==> src/sv/nst_pkg.sv <==
// Types, codes and helpers shared by the notch slot tracker
package nst_pkg;

  localparam int FREQ_W  = 15;
  localparam int DELTA_W = 10;
  localparam int IDX_W   = 4;
  localparam int Q_W     = 9;
  localparam int DEPTH_W = 14;
  localparam int HOLD_W  = 18;
  localparam int HOUT_W  = 17;
  localparam int MAG_W   = 13;
  localparam int PROD_W  = MAG_W + DELTA_W;
  localparam int MAX_REPORTS = 8;

  localparam logic [1:0] CMD_DETECT = 2'd0;
  localparam logic [1:0] CMD_TICK   = 2'd1;
  localparam logic [1:0] CMD_SET    = 2'd2;
  localparam logic [1:0] CMD_CLEAR  = 2'd3;

  localparam logic [3:0] EV_REFRESHED = 4'd0;
  localparam logic [3:0] EV_FIXED     = 4'd1;
  localparam logic [3:0] EV_NEW       = 4'd2;
  localparam logic [3:0] EV_REPLACED  = 4'd3;
  localparam logic [3:0] EV_HOLDING   = 4'd4;
  localparam logic [3:0] EV_RELEASING = 4'd5;
  localparam logic [3:0] EV_RELEASED  = 4'd6;
  localparam logic [3:0] EV_IDLE      = 4'd7;
  localparam logic [3:0] EV_SET       = 4'd8;
  localparam logic [3:0] EV_CLEARED   = 4'd9;
  localparam logic [3:0] EV_REJECTED  = 4'd10;

  localparam logic [2:0] REG_DEPTH   = 3'd0;
  localparam logic [2:0] REG_HOLD    = 3'd1;
  localparam logic [2:0] REG_RELEASE = 3'd2;
  localparam logic [2:0] REG_Q       = 3'd3;
  localparam logic [2:0] REG_MAXDYN  = 3'd4;

  localparam logic signed [DEPTH_W-1:0] DEPTH_LO = -14'sd6144;
  localparam logic signed [DEPTH_W-1:0] DEPTH_HI = -14'sd1536;
  localparam logic [15:0] MS_LO = 16'd100;
  localparam logic [Q_W-1:0] Q_LO = 9'd80;
  localparam logic [Q_W-1:0] Q_HI = 9'd288;

  typedef struct packed {
    logic signed [DEPTH_W-1:0] notch_depth;
    logic [15:0]               hold_ms;
    logic [15:0]               release_ms;
    logic [Q_W-1:0]            notch_q;
    logic [3:0]                max_dynamic;
  } cfg_t;

  typedef struct packed {
    logic              en;
    logic [FREQ_W-1:0] freq;
  } fix_word_t;

  typedef struct packed {
    logic                      act;
    logic [FREQ_W-1:0]         freq;
    logic [Q_W-1:0]            q;
    logic signed [DEPTH_W-1:0] depth;
    logic signed [HOLD_W-1:0]  hold;
  } dyn_word_t;

  function automatic logic near_freq(input logic [FREQ_W-1:0] a,
                                     input logic [FREQ_W-1:0] f);
    logic [FREQ_W-1:0] d;
    d = (a > f) ? (a - f) : (f - a);
    return (22'(d) * 22'd100) < (22'(a) * 22'd3);
  endfunction

endpackage

==> src/sv/notch_slot_tracker.sv <==
// Notch slot tracker top level: slot memories, sequencer and stream ports
//
// channel   | direction | handshake          | payload
// s_*       | in        | s_tvalid/s_tready  | s_tuser command, s_tdata freq/delta/index
// m_*       | out       | m_tvalid/m_tready  | m_tuser event, m_tdata slot fields, m_tlast
// apb       | in/out    | psel/penable       | paddr, pwdata, prdata, pready
//
// One transaction at a time. Detect: each fixed slot is read and compared, then each
// dynamic slot, then one result is sent. Tick: the release step unit runs, then each
// dynamic slot is read, updated and written back, with a result for each of the first
// MAX_REPORTS slots. Set: write, then result; clear: read, write, then result.
// Synchronous reset clears valid bits so every slot reads as zero.
// A stalled m_tready holds the sequencer.
module notch_slot_tracker
  import nst_pkg::*;
#(
  parameter int NUM_FIXED   = 4,
  parameter int NUM_DYNAMIC = 8
) (
  input  logic        clk,
  input  logic        rst,
  input  logic        s_tvalid,
  output logic        s_tready,
  input  logic [31:0] s_tdata,   // frequency_hz, delta_ms, slot_index
  input  logic [1:0]  s_tuser,   // command
  output logic        m_tvalid,
  input  logic        m_tready,
  output logic [63:0] m_tdata,   // slot, active, frequency_out, q_out, depth_out, hold_out
  output logic [3:0]  m_tuser,   // event_res
  output logic        m_tlast,
  input  logic        psel,
  input  logic        penable,
  input  logic        pwrite,
  input  logic [4:0]  paddr,
  input  logic [31:0] pwdata,
  output logic [31:0] prdata,
  output logic        pready
);
  localparam int FIW = (NUM_FIXED > 1) ? $clog2(NUM_FIXED) : 1;
  localparam int DIW = (NUM_DYNAMIC > 1) ? $clog2(NUM_DYNAMIC) : 1;
  localparam int LAST_REP = ((NUM_DYNAMIC < MAX_REPORTS) ? NUM_DYNAMIC : MAX_REPORTS) - 1;

  localparam logic [3:0] ST_IDLE = 4'd0;
  localparam logic [3:0] ST_FRD  = 4'd1;
  localparam logic [3:0] ST_FEV  = 4'd2;
  localparam logic [3:0] ST_DRD  = 4'd3;
  localparam logic [3:0] ST_DEV  = 4'd4;
  localparam logic [3:0] ST_CRD  = 4'd5;
  localparam logic [3:0] ST_CEV  = 4'd6;
  localparam logic [3:0] ST_SET  = 4'd7;
  localparam logic [3:0] ST_TDIV = 4'd8;
  localparam logic [3:0] ST_TRD  = 4'd9;
  localparam logic [3:0] ST_TEV  = 4'd10;
  localparam logic [3:0] ST_SEND = 4'd11;

  cfg_t cfg;

  logic [3:0]          state;
  logic [3:0]          after;
  logic [FREQ_W-1:0]   freq_r;
  logic [DELTA_W-1:0]  delta_r;
  logic [FIW-1:0]      fcnt;
  logic [DIW-1:0]      dcnt;
  logic                found_free;
  logic [DIW-1:0]      free_idx;
  logic [DIW-1:0]      min_idx;
  logic signed [HOLD_W-1:0] min_hold;
  logic [PROD_W-1:0]   step;

  logic [3:0]          o_slot;
  logic [3:0]          o_ev;
  logic                o_act;
  logic [FREQ_W-1:0]   o_freq;
  logic [Q_W-1:0]      o_q;
  logic [DEPTH_W-1:0]  o_depth;
  logic [HOUT_W-1:0]   o_hold;
  logic                o_last;

  logic [NUM_FIXED-1:0]   fix_vld;
  logic [NUM_DYNAMIC-1:0] dyn_vld;
  logic                   fix_rvld;
  logic                   dyn_rvld;
  fix_word_t              fix_rdata;
  fix_word_t              fw;
  fix_word_t              fix_wdata;
  logic                   fix_we;
  dyn_word_t              dyn_rdata;
  dyn_word_t              dw;
  dyn_word_t              dyn_wdata;
  logic                   dyn_we;
  logic [DIW-1:0]         dyn_waddr;

  logic                   s_fire;
  logic                   div_start;
  logic                   div_done;
  logic [PROD_W-1:0]      div_quo;

  logic                   d_match;
  logic                   d_inlim;
  logic                   d_last;
  logic                   c_free;
  logic [DIW-1:0]         c_free_idx;
  logic [DIW-1:0]         c_min_idx;
  logic signed [HOLD_W-1:0] c_min_hold;
  logic [DIW-1:0]         alloc_idx;
  logic signed [HOLD_W-1:0] new_hold;
  dyn_word_t              tw;
  logic [3:0]             t_ev;
  logic signed [PROD_W:0] t_sum;
  logic                   in_range;
  logic [3:0]             dyn_slot;

  nst_cfg #(.NUM_DYNAMIC(NUM_DYNAMIC)) u_cfg (
    .clk, .rst, .psel, .penable, .pwrite, .paddr, .pwdata, .prdata, .pready, .cfg
  );

  nst_ram #(.WIDTH($bits(fix_word_t)), .DEPTH(NUM_FIXED)) u_fix_ram (
    .clk, .we(fix_we), .waddr(fcnt), .wdata(fix_wdata), .raddr(fcnt), .rdata(fix_rdata)
  );

  nst_ram #(.WIDTH($bits(dyn_word_t)), .DEPTH(NUM_DYNAMIC)) u_dyn_ram (
    .clk, .we(dyn_we), .waddr(dyn_waddr), .wdata(dyn_wdata), .raddr(dcnt),
    .rdata(dyn_rdata)
  );

  nst_div u_div (
    .clk, .rst, .start(div_start), .mag(MAG_W'(-cfg.notch_depth)), .delta(delta_r),
    .den(cfg.release_ms), .done(div_done), .quo(div_quo)
  );

  assign s_tready  = (state == ST_IDLE);
  assign s_fire    = s_tvalid && s_tready;
  assign m_tvalid  = (state == ST_SEND);
  assign m_tdata   = {4'd0, o_hold, o_depth, o_q, o_freq, o_act, o_slot};
  assign m_tuser   = o_ev;
  assign m_tlast   = o_last;
  assign div_start = (state == ST_TDIV) && !div_done && (after == ST_IDLE);

  assign fw = fix_rvld ? fix_rdata : '0;
  assign dw = dyn_rvld ? dyn_rdata : '0;

  assign in_range = {1'b0, s_tdata[28:25]} < 5'(NUM_FIXED);
  assign dyn_slot = 4'(NUM_FIXED) + 4'(dcnt);
  assign new_hold = HOLD_W'(cfg.hold_ms);

  always_comb begin
    d_match    = dw.act && near_freq(dw.freq, freq_r);
    d_inlim    = 6'(dcnt) < 6'(cfg.max_dynamic);
    d_last     = dcnt == DIW'(NUM_DYNAMIC - 1);
    c_free     = found_free || (!dw.act && d_inlim);
    c_free_idx = found_free ? free_idx : dcnt;
    c_min_idx  = min_idx;
    c_min_hold = min_hold;
    if ((dcnt == '0) || (d_inlim && (dw.hold < min_hold))) begin
      c_min_idx  = dcnt;
      c_min_hold = dw.hold;
    end
    alloc_idx = c_free ? c_free_idx : c_min_idx;

    tw    = dw;
    t_ev  = EV_IDLE;
    t_sum = (PROD_W+1)'(dw.depth) + $signed({1'b0, step});
    if (dw.act) begin
      if (dw.hold > 0) begin
        tw.hold = dw.hold - HOLD_W'(delta_r);
        t_ev    = EV_HOLDING;
      end else begin
        t_ev = EV_RELEASING;
        if (dw.depth < 0) begin
          if (!t_sum[PROD_W]) begin
            tw.depth = '0;
            tw.act   = 1'b0;
            t_ev     = EV_RELEASED;
          end else begin
            tw.depth = DEPTH_W'(t_sum);
          end
        end
      end
    end
  end

  always_comb begin
    fix_we    = 1'b0;
    fix_wdata = '0;
    dyn_we    = 1'b0;
    dyn_waddr = dcnt;
    dyn_wdata = '0;
    case (state)
      ST_SET: begin
        fix_we    = 1'b1;
        fix_wdata = '{en: 1'b1, freq: freq_r};
      end
      ST_CEV: begin
        fix_we    = 1'b1;
        fix_wdata = '{en: 1'b0, freq: fw.freq};
      end
      ST_DEV: begin
        if (d_match) begin
          dyn_we    = 1'b1;
          dyn_wdata = '{act: 1'b1, freq: dw.freq, q: dw.q,
                        depth: cfg.notch_depth, hold: new_hold};
        end else if (d_last) begin
          dyn_we    = 1'b1;
          dyn_waddr = alloc_idx;
          dyn_wdata = '{act: 1'b1, freq: freq_r, q: cfg.notch_q,
                        depth: cfg.notch_depth, hold: new_hold};
        end
      end
      ST_TEV: begin
        dyn_we    = 1'b1;
        dyn_wdata = tw;
      end
      default: ;
    endcase
  end

  always_ff @(posedge clk) begin
    fix_rvld <= fix_vld[fcnt];
    dyn_rvld <= dyn_vld[dcnt];
    if (rst) begin
      state   <= ST_IDLE;
      after   <= ST_IDLE;
      fix_vld <= '0;
      dyn_vld <= '0;
      fcnt    <= '0;
      dcnt    <= '0;
    end else begin
      if (fix_we) fix_vld[fcnt] <= 1'b1;
      if (dyn_we) dyn_vld[dyn_waddr] <= 1'b1;
      unique case (state)
        ST_IDLE: begin
          after <= ST_IDLE;
          if (s_fire) begin
            freq_r  <= s_tdata[14:0];
            delta_r <= s_tdata[24:15];
            unique case (s_tuser)
              CMD_DETECT: begin
                fcnt       <= '0;
                dcnt       <= '0;
                found_free <= 1'b0;
                state      <= ST_FRD;
              end
              CMD_TICK: state <= ST_TDIV;
              default: begin
                if (!in_range) begin
                  o_slot  <= s_tdata[28:25];
                  o_ev    <= EV_REJECTED;
                  o_act   <= 1'b0;
                  o_freq  <= '0;
                  o_q     <= '0;
                  o_depth <= '0;
                  o_hold  <= '0;
                  o_last  <= 1'b1;
                  state   <= ST_SEND;
                end else begin
                  fcnt  <= s_tdata[25 +: FIW];
                  state <= (s_tuser == CMD_SET) ? ST_SET : ST_CRD;
                end
              end
            endcase
          end
        end
        ST_FRD: state <= ST_FEV;
        ST_FEV: begin
          if (fw.en && near_freq(fw.freq, freq_r)) begin
            o_slot  <= 4'(fcnt);
            o_ev    <= EV_FIXED;
            o_act   <= 1'b1;
            o_freq  <= fw.freq;
            o_q     <= '0;
            o_depth <= '0;
            o_hold  <= '0;
            o_last  <= 1'b1;
            state   <= ST_SEND;
          end else if (fcnt == FIW'(NUM_FIXED - 1)) begin
            state <= ST_DRD;
          end else begin
            fcnt  <= fcnt + 1'b1;
            state <= ST_FRD;
          end
        end
        ST_DRD: state <= ST_DEV;
        ST_DEV: begin
          found_free <= c_free;
          free_idx   <= c_free_idx;
          min_idx    <= c_min_idx;
          min_hold   <= c_min_hold;
          o_last     <= 1'b1;
          o_act      <= 1'b1;
          o_depth    <= cfg.notch_depth;
          o_hold     <= HOUT_W'(new_hold);
          if (d_match) begin
            o_slot <= dyn_slot;
            o_ev   <= EV_REFRESHED;
            o_freq <= dw.freq;
            o_q    <= dw.q;
            state  <= ST_SEND;
          end else if (d_last) begin
            o_slot <= 4'(NUM_FIXED) + 4'(alloc_idx);
            o_ev   <= c_free ? EV_NEW : EV_REPLACED;
            o_freq <= freq_r;
            o_q    <= cfg.notch_q;
            state  <= ST_SEND;
          end else begin
            dcnt  <= dcnt + 1'b1;
            state <= ST_DRD;
          end
        end
        ST_SET: begin
          o_slot  <= 4'(fcnt);
          o_ev    <= EV_SET;
          o_act   <= 1'b1;
          o_freq  <= freq_r;
          o_q     <= '0;
          o_depth <= '0;
          o_hold  <= '0;
          o_last  <= 1'b1;
          state   <= ST_SEND;
        end
        ST_CRD: state <= ST_CEV;
        ST_CEV: begin
          o_slot  <= 4'(fcnt);
          o_ev    <= EV_CLEARED;
          o_act   <= 1'b0;
          o_freq  <= fw.freq;
          o_q     <= '0;
          o_depth <= '0;
          o_hold  <= '0;
          o_last  <= 1'b1;
          state   <= ST_SEND;
        end
        ST_TDIV: begin
          after <= ST_TRD;
          if (div_done) begin
            step  <= div_quo;
            dcnt  <= '0;
            state <= ST_TRD;
          end
        end
        ST_TRD: state <= ST_TEV;
        ST_TEV: begin
          o_slot  <= dyn_slot;
          o_ev    <= t_ev;
          o_act   <= tw.act;
          o_freq  <= tw.freq;
          o_q     <= tw.q;
          o_depth <= tw.depth;
          o_hold  <= HOUT_W'(tw.hold);
          o_last  <= 6'(dcnt) == 6'(LAST_REP);
          if (!d_last) dcnt <= dcnt + 1'b1;
          after <= d_last ? ST_IDLE : ST_TRD;
          if (6'(dcnt) < 6'(MAX_REPORTS)) begin
            state <= ST_SEND;
          end else begin
            state <= d_last ? ST_IDLE : ST_TRD;
          end
        end
        ST_SEND: begin
          if (m_tready) state <= after;
        end
        default: state <= ST_IDLE;
      endcase
    end
  end
endmodule

==> src/sv/nst_ram.sv <==
// Generic single-write, registered-read RAM
module nst_ram #(
  parameter int WIDTH = 16,
  parameter int DEPTH = 8
) (
  input  logic                                 clk,
  input  logic                                 we,
  input  logic [((DEPTH > 1) ? $clog2(DEPTH) : 1)-1:0] waddr,
  input  logic [WIDTH-1:0]                     wdata,
  input  logic [((DEPTH > 1) ? $clog2(DEPTH) : 1)-1:0] raddr,
  output logic [WIDTH-1:0]                     rdata
);
  logic [WIDTH-1:0] mem [DEPTH];

  always_ff @(posedge clk) begin
    if (we) begin
      mem[waddr] <= wdata;
    end
    rdata <= mem[raddr];
  end
endmodule

==> src/sv/nst_cfg.sv <==
// Configuration register file with APB access and range clamping
module nst_cfg
  import nst_pkg::*;
#(
  parameter int NUM_DYNAMIC = 8
) (
  input  logic        clk,
  input  logic        rst,
  input  logic        psel,
  input  logic        penable,
  input  logic        pwrite,
  input  logic [4:0]  paddr,
  input  logic [31:0] pwdata,
  output logic [31:0] prdata,
  output logic        pready,
  output cfg_t        cfg
);
  localparam logic [3:0] MAXD_HI = 4'((NUM_DYNAMIC < 15) ? NUM_DYNAMIC : 15);

  logic                      wr;
  logic signed [DEPTH_W-1:0] wd_depth;
  logic [15:0]               wd_ms;
  logic [Q_W-1:0]            wd_q;
  logic [3:0]                wd_maxd;

  assign pready = 1'b1;
  assign wr     = psel && penable && pwrite && pready;

  always_comb begin
    wd_depth = pwdata[DEPTH_W-1:0];
    if (wd_depth < DEPTH_LO) wd_depth = DEPTH_LO;
    else if (wd_depth > DEPTH_HI) wd_depth = DEPTH_HI;
    wd_ms = (pwdata[15:0] < MS_LO) ? MS_LO : pwdata[15:0];
    wd_q  = pwdata[Q_W-1:0];
    if (wd_q < Q_LO) wd_q = Q_LO;
    else if (wd_q > Q_HI) wd_q = Q_HI;
    wd_maxd = pwdata[3:0];
    if (wd_maxd < 4'd1) wd_maxd = 4'd1;
    else if (wd_maxd > MAXD_HI) wd_maxd = MAXD_HI;
  end

  always_ff @(posedge clk) begin
    if (rst) begin
      cfg.notch_depth <= -14'sd3072;
      cfg.hold_ms     <= 16'd1000;
      cfg.release_ms  <= 16'd1000;
      cfg.notch_q     <= 9'd240;
      cfg.max_dynamic <= MAXD_HI < 4'd8 ? MAXD_HI : 4'd8;
    end else if (wr) begin
      unique case (paddr[4:2])
        REG_DEPTH:   cfg.notch_depth <= wd_depth;
        REG_HOLD:    cfg.hold_ms     <= wd_ms;
        REG_RELEASE: cfg.release_ms  <= wd_ms;
        REG_Q:       cfg.notch_q     <= wd_q;
        REG_MAXDYN:  cfg.max_dynamic <= wd_maxd;
        default: ;
      endcase
    end
  end

  always_comb begin
    unique case (paddr[4:2])
      REG_DEPTH:   prdata = 32'(cfg.notch_depth);
      REG_HOLD:    prdata = 32'(cfg.hold_ms);
      REG_RELEASE: prdata = 32'(cfg.release_ms);
      REG_Q:       prdata = 32'(cfg.notch_q);
      REG_MAXDYN:  prdata = 32'(cfg.max_dynamic);
      default:     prdata = '0;
    endcase
  end
endmodule

==> src/sv/nst_div.sv <==
// Release step unit: registered multiply, then restoring divide one bit a cycle
module nst_div
  import nst_pkg::*;
(
  input  logic               clk,
  input  logic               rst,
  input  logic               start,
  input  logic [MAG_W-1:0]   mag,
  input  logic [DELTA_W-1:0] delta,
  input  logic [15:0]        den,
  output logic               done,
  output logic [PROD_W-1:0]  quo
);
  localparam logic D_IDLE = 1'b0;
  localparam logic D_RUN  = 1'b1;

  logic                state;
  logic [PROD_W-1:0]   num;
  logic [15:0]         rem;
  logic [15:0]         den_r;
  logic [4:0]          cnt;
  logic [16:0]         trial;
  logic                qbit;

  assign trial = {rem, num[PROD_W-1]};
  assign qbit  = trial >= {1'b0, den_r};
  assign quo   = num;

  always_ff @(posedge clk) begin
    if (rst) begin
      state <= D_IDLE;
      done  <= 1'b0;
    end else begin
      done <= 1'b0;
      unique case (state)
        D_IDLE: begin
          if (start) begin
            num   <= PROD_W'(mag) * PROD_W'(delta);
            den_r <= den;
            rem   <= '0;
            cnt   <= '0;
            state <= D_RUN;
          end
        end
        D_RUN: begin
          rem <= qbit ? 16'(trial - {1'b0, den_r}) : trial[15:0];
          num <= {num[PROD_W-2:0], qbit};
          cnt <= cnt + 5'd1;
          if (cnt == 5'(PROD_W - 1)) begin
            done  <= 1'b1;
            state <= D_IDLE;
          end
        end
        default: state <= D_IDLE;
      endcase
    end
  end
endmodule

==> config.mk <==
export PLATFORM = sky130hd
export DESIGN_NAME = notch_slot_tracker
export DESIGN_NICKNAME = d
export VERILOG_FILES = /design/src/sv/nst_pkg.sv /design/src/sv/notch_slot_tracker.sv /design/src/sv/nst_ram.sv /design/src/sv/nst_cfg.sv /design/src/sv/nst_div.sv
export SDC_FILE = /design/constraint.sdc
export NUM_CORES = 2
export LEC_CHECK = 0
export BUFFER_PORTS_ARGS = -buffer_cell sky130_fd_sc_hd__buf_2
export CORE_ASPECT_RATIO = 0.8
export CORE_MARGIN = 1.5
export CORE_UTILIZATION = 57
export CTS_BUF_LIST = sky130_fd_sc_hd__clkbuf_16
export CTS_CLUSTER_SIZE = 40
export DETAILED_ROUTE_END_ITERATION = 8
export PLACE_DENSITY = 0.85
export SYNTH_ARGS = -nofsm -noshare
export SYNTH_HDL_FRONTEND = slang
export SYNTH_SLANG_ARGS = --single-unit
==> constraint.sdc <==
create_clock -name clk -period 11.1 [get_ports clk]
set_input_delay 2.22 -clock clk [delete_from_list [all_inputs] [get_ports clk]]
set_output_delay 2.22 -clock clk [all_outputs]
set_load 0.005 [all_outputs]
==> impl_metrics.env <==
export IMPL_ff2ff_setup_slack_ps=600
export IMPL_dr_pass1_iters=9
export IMPL_area_growth_pct=9.84
export IMPL_setup_slack_ps=597
export IMPL_end_kind="flop"
export IMPL_rsz0062_at_grt="false"
export IMPL_io_pins=182
export IMPL_synthCells=3992
export IMPL_crit_slowest_cell="o31a_1"
export IMPL_yosys_area_share_adder=0.130
export IMPL_finalHoldViolCount=0
export IMPL_io_buffers=155
export IMPL_dieHeight_um=264
export IMPL_startpoint="dyn_rvld"
export IMPL_post_place_cells=5120
export IMPL_yosysTopAreaCellShare=0.444
export IMPL_ys_top_cells_by_count="edfxtp_1 (718), inv_1 (362), nand2_1 (335)"
export IMPL_max_stage_delay_ps=950
export IMPL_final_cells=5285
export IMPL_dieArea_mm2=0.0870
export IMPL_vias_per_cell=6.39
export IMPL_synth_seq_area_share=0.509
export IMPL_cellPowerDensity_mw_per_mm2=210
export IMPL_synth_compound_area_share=0.105
export IMPL_yosysTopAreaCell="edfxtp_1"
export IMPL_holdPathStages=0
export IMPL_path_class="flop to flop"
export IMPL_pre_cts_slack_ps=1040
export IMPL_grt_pass1_vias=32500
export IMPL_leakagePower_nw=21.8
export IMPL_die_x_um=329
export IMPL_finalClockSkew_ps=38.5
export IMPL_clock_path_buffers=3
export IMPL_post_cts_setup_buffers=0
export IMPL_max_cap_viol_count=0
export IMPL_final_max_slew_viol_count=0
export IMPL_stdcell_area_mm2=0.0533
export IMPL_antenna_found_initial=13
export IMPL_insertion_delay_ps=670
export IMPL_fin_hold_ws_ps=449
export IMPL_row_count=95
export IMPL_max_freq_mhz=95.2
export IMPL_synth_xor_area_frac=0.0274
export IMPL_yosysMostFrequentCell="edfxtp_1"
export IMPL_synth_edff_count=718
export IMPL_ant_nets=0
export IMPL_tritoncts="yes"
export IMPL_fin_crit_ps=10500
export IMPL_violations="DRC"
export IMPL_synth_simple_area_share=0.0888
export IMPL_post_dp_hpwl_um=88900
export IMPL_placed_area_mm2=0.0505
export IMPL_drtIter0Drc=5018
export IMPL_clockRootBuffer="clkbuf_16"
export IMPL_start_util=0.577
export IMPL_nets=4606
export IMPL_synth_top_family_by_area="adder cells"
export IMPL_vias=33800
export IMPL_ys_flop_type="edfxtp_1"
export IMPL_synthesis_area_mm2=0.0486
export IMPL_tightest_slew_ps=1320
export IMPL_drc_errors=10
export IMPL_yosys_top_cells_area="edfxtp_1 (44%), ha_1 (8.3%), dfxtp_1 (6.5%)"
export IMPL_slew_limit_headroom=0.115
export IMPL_grt_use_total=0.295
export IMPL_post_cts_resized=0
export IMPL_ir_drop_mv=0.209
export IMPL_numCtsBuffers=86
export IMPL_hold_buffers=0
export IMPL_coreArea_mm2=0.0842
export IMPL_synth_distinct_cells=98
export IMPL_finalCritPeriodShare=0.946
export IMPL_grt_pass1_wl_um=195000
export IMPL_htreeDepth=3
export IMPL_timing_critical_path_arrival_ps=10830
export IMPL_rr_endpoint="u_dyn_ram.mem[7][33]"
export IMPL_yosysWarnings=0
export IMPL_cp_max_fo=36
export IMPL_wl_um=129000
export IMPL_hold_class="flop to flop"
export IMPL_gp_congestion=0.975
export IMPL_status="finished, violations left"
export IMPL_start_kind="flop"
export IMPL_critPathMostFrequentCell="ha_1"
export IMPL_critPathCapture="u_dyn_ram.mem[7][33]"
export IMPL_r2r_start="dyn_rvld"
export IMPL_ys_ff_latch=876
export IMPL_grt_max_degree=71
export IMPL_reg2reg_depth=29
export IMPL_wl_per_cell_um=24.4
export IMPL_syn_area_per_cell_um2=12.2
export IMPL_cts_sinks=876
export IMPL_clk_pin_slew_ps=70
export IMPL_grt_overflow_total=0
export IMPL_final_setup_tns_ps=0
export IMPL_synthMuxAreaShare=0.0921
export IMPL_setup_viol=0
export IMPL_critPathRequiredTime_ps=11430
export IMPL_async_flop_share=0
export IMPL_drive_gt1_frac=0.147
==> cell families after synthesis <==
logic type / Yosys count
simple gates: 905
flops: 876
compound gates: 783
buf+inv: 573
fa+ha+maj: 437
mux: 264
xor+xnor: 152
other cells: 2
==> worst max-delay path: cells and delay by family (launching register included) <==
kind	cells	cell delay, ps
DFF	1	800
and+or+nand+nor	7	1740
buffers and inverters	2	720
xor gates and xnor gates	2	510
AOI/OAI and AO/OA	12	4000
adders and majority gates	6	2370
==> how the worst min path moves through the flow <==
stage	start	to	slack (ps)
6_report	u_div.quo[1]	step[1]	450
3_3_place_gp	dyn_vld[5]	dyn_vld[5]	430
3_5_place_dp	u_div.quo[1]	step[1]	430
4_1_cts	u_div.quo[1]	step[1]	450
5_1_grt	u_div.quo[17]	step[17]	460
2_1_floorplan	u_div.quo[0]	step[0]	420
==> flip-flops by register name, summed over array words and instances, names as in the netlist, 4 cells and up <==
| register | count |
|---|---|
| u_dyn_ram.mem | 456 |
| u_cfg.cfg | 59 |
| fix_vld | 4 |
| o_q | 9 |
| u_fix_ram.rdata | 16 |
| u_fix_ram.mem | 64 |
| min_hold | 18 |
| u_dyn_ram.rdata | 57 |
| u_div.den_r | 16 |
| m_tuser | 4 |
| o_freq | 15 |
| o_slot | 4 |
| freq_r | 15 |
| u_div.cnt | 5 |
| delta_r | 10 |
| u_div.rem | 16 |
| o_depth | 14 |
| step | 23 |
| u_div.quo | 23 |
| o_hold | 17 |
| dyn_vld | 8 |
| state | 4 |
==> routing by layer <==
layer,GRT usage,up-vias,routed length (um)
li1,-,14800,-
met1,0.417,16400,50400
met2,0.447,2178,57500
met3,0.0662,375,15400
met4,0.113,18,5470
met5,0,-,114
==> cell usage in the layout, fill, tap and decap left out, types with 23 or more instances in the layout <==
cell,Yosys,layout
o21bai_1,26,26
fa_1,111,111
nor2_1,205,203
edfxtp_1,718,718
o21a_1,23,23
mux4_2,138,138
a21o_1,83,83
nand3_1,51,51
xor2_1,49,49
and2_1,85,85
nand2_1,335,335
a22oi_1,29,29
xnor2_1,103,103
mux2i_1,53,53
mux2_2,72,72
nor3_1,46,43
dfxtp_1,158,154
o22ai_1,24,24
a31oi_1,26,26
buf_2,21,154
clkbuf_16,0,88
ha_1,324,324
nor2b_1,34,34
buf_4,29,52
o21ai_0,170,170
inv_1,362,364
a21oi_1,197,195
==> cell type report <==
class | instances | area (um^2)
Antenna cell | 5 | 12.5
Clock buffer | 88 | 2200
Clock inverter | 72 | 623
Fill cell | 6006 | 30800
Inverter | 365 | 1370
Multi-Input combinational cell | 2546 | 21600
Sequential cell | 876 | 24700
Tap cell | 1115 | 1400
Timing Repair Buffer | 218 | 1400
==> stage by stage <==
step                 util  power [mW]
global placement    0.600        8.07
global route        0.634        11.9
finish              0.634        11.2
floorplan               -        7.21
CTS                 0.634        11.2
detailed placement  0.600        8.21
==> report_power, final <==
group          switching [mW]  internal [mW]
sequential              0.178           3.73
combinational            2.47           1.88
clock                    1.29           1.66
No activity file was read; power rests on OpenSTA's default activity.
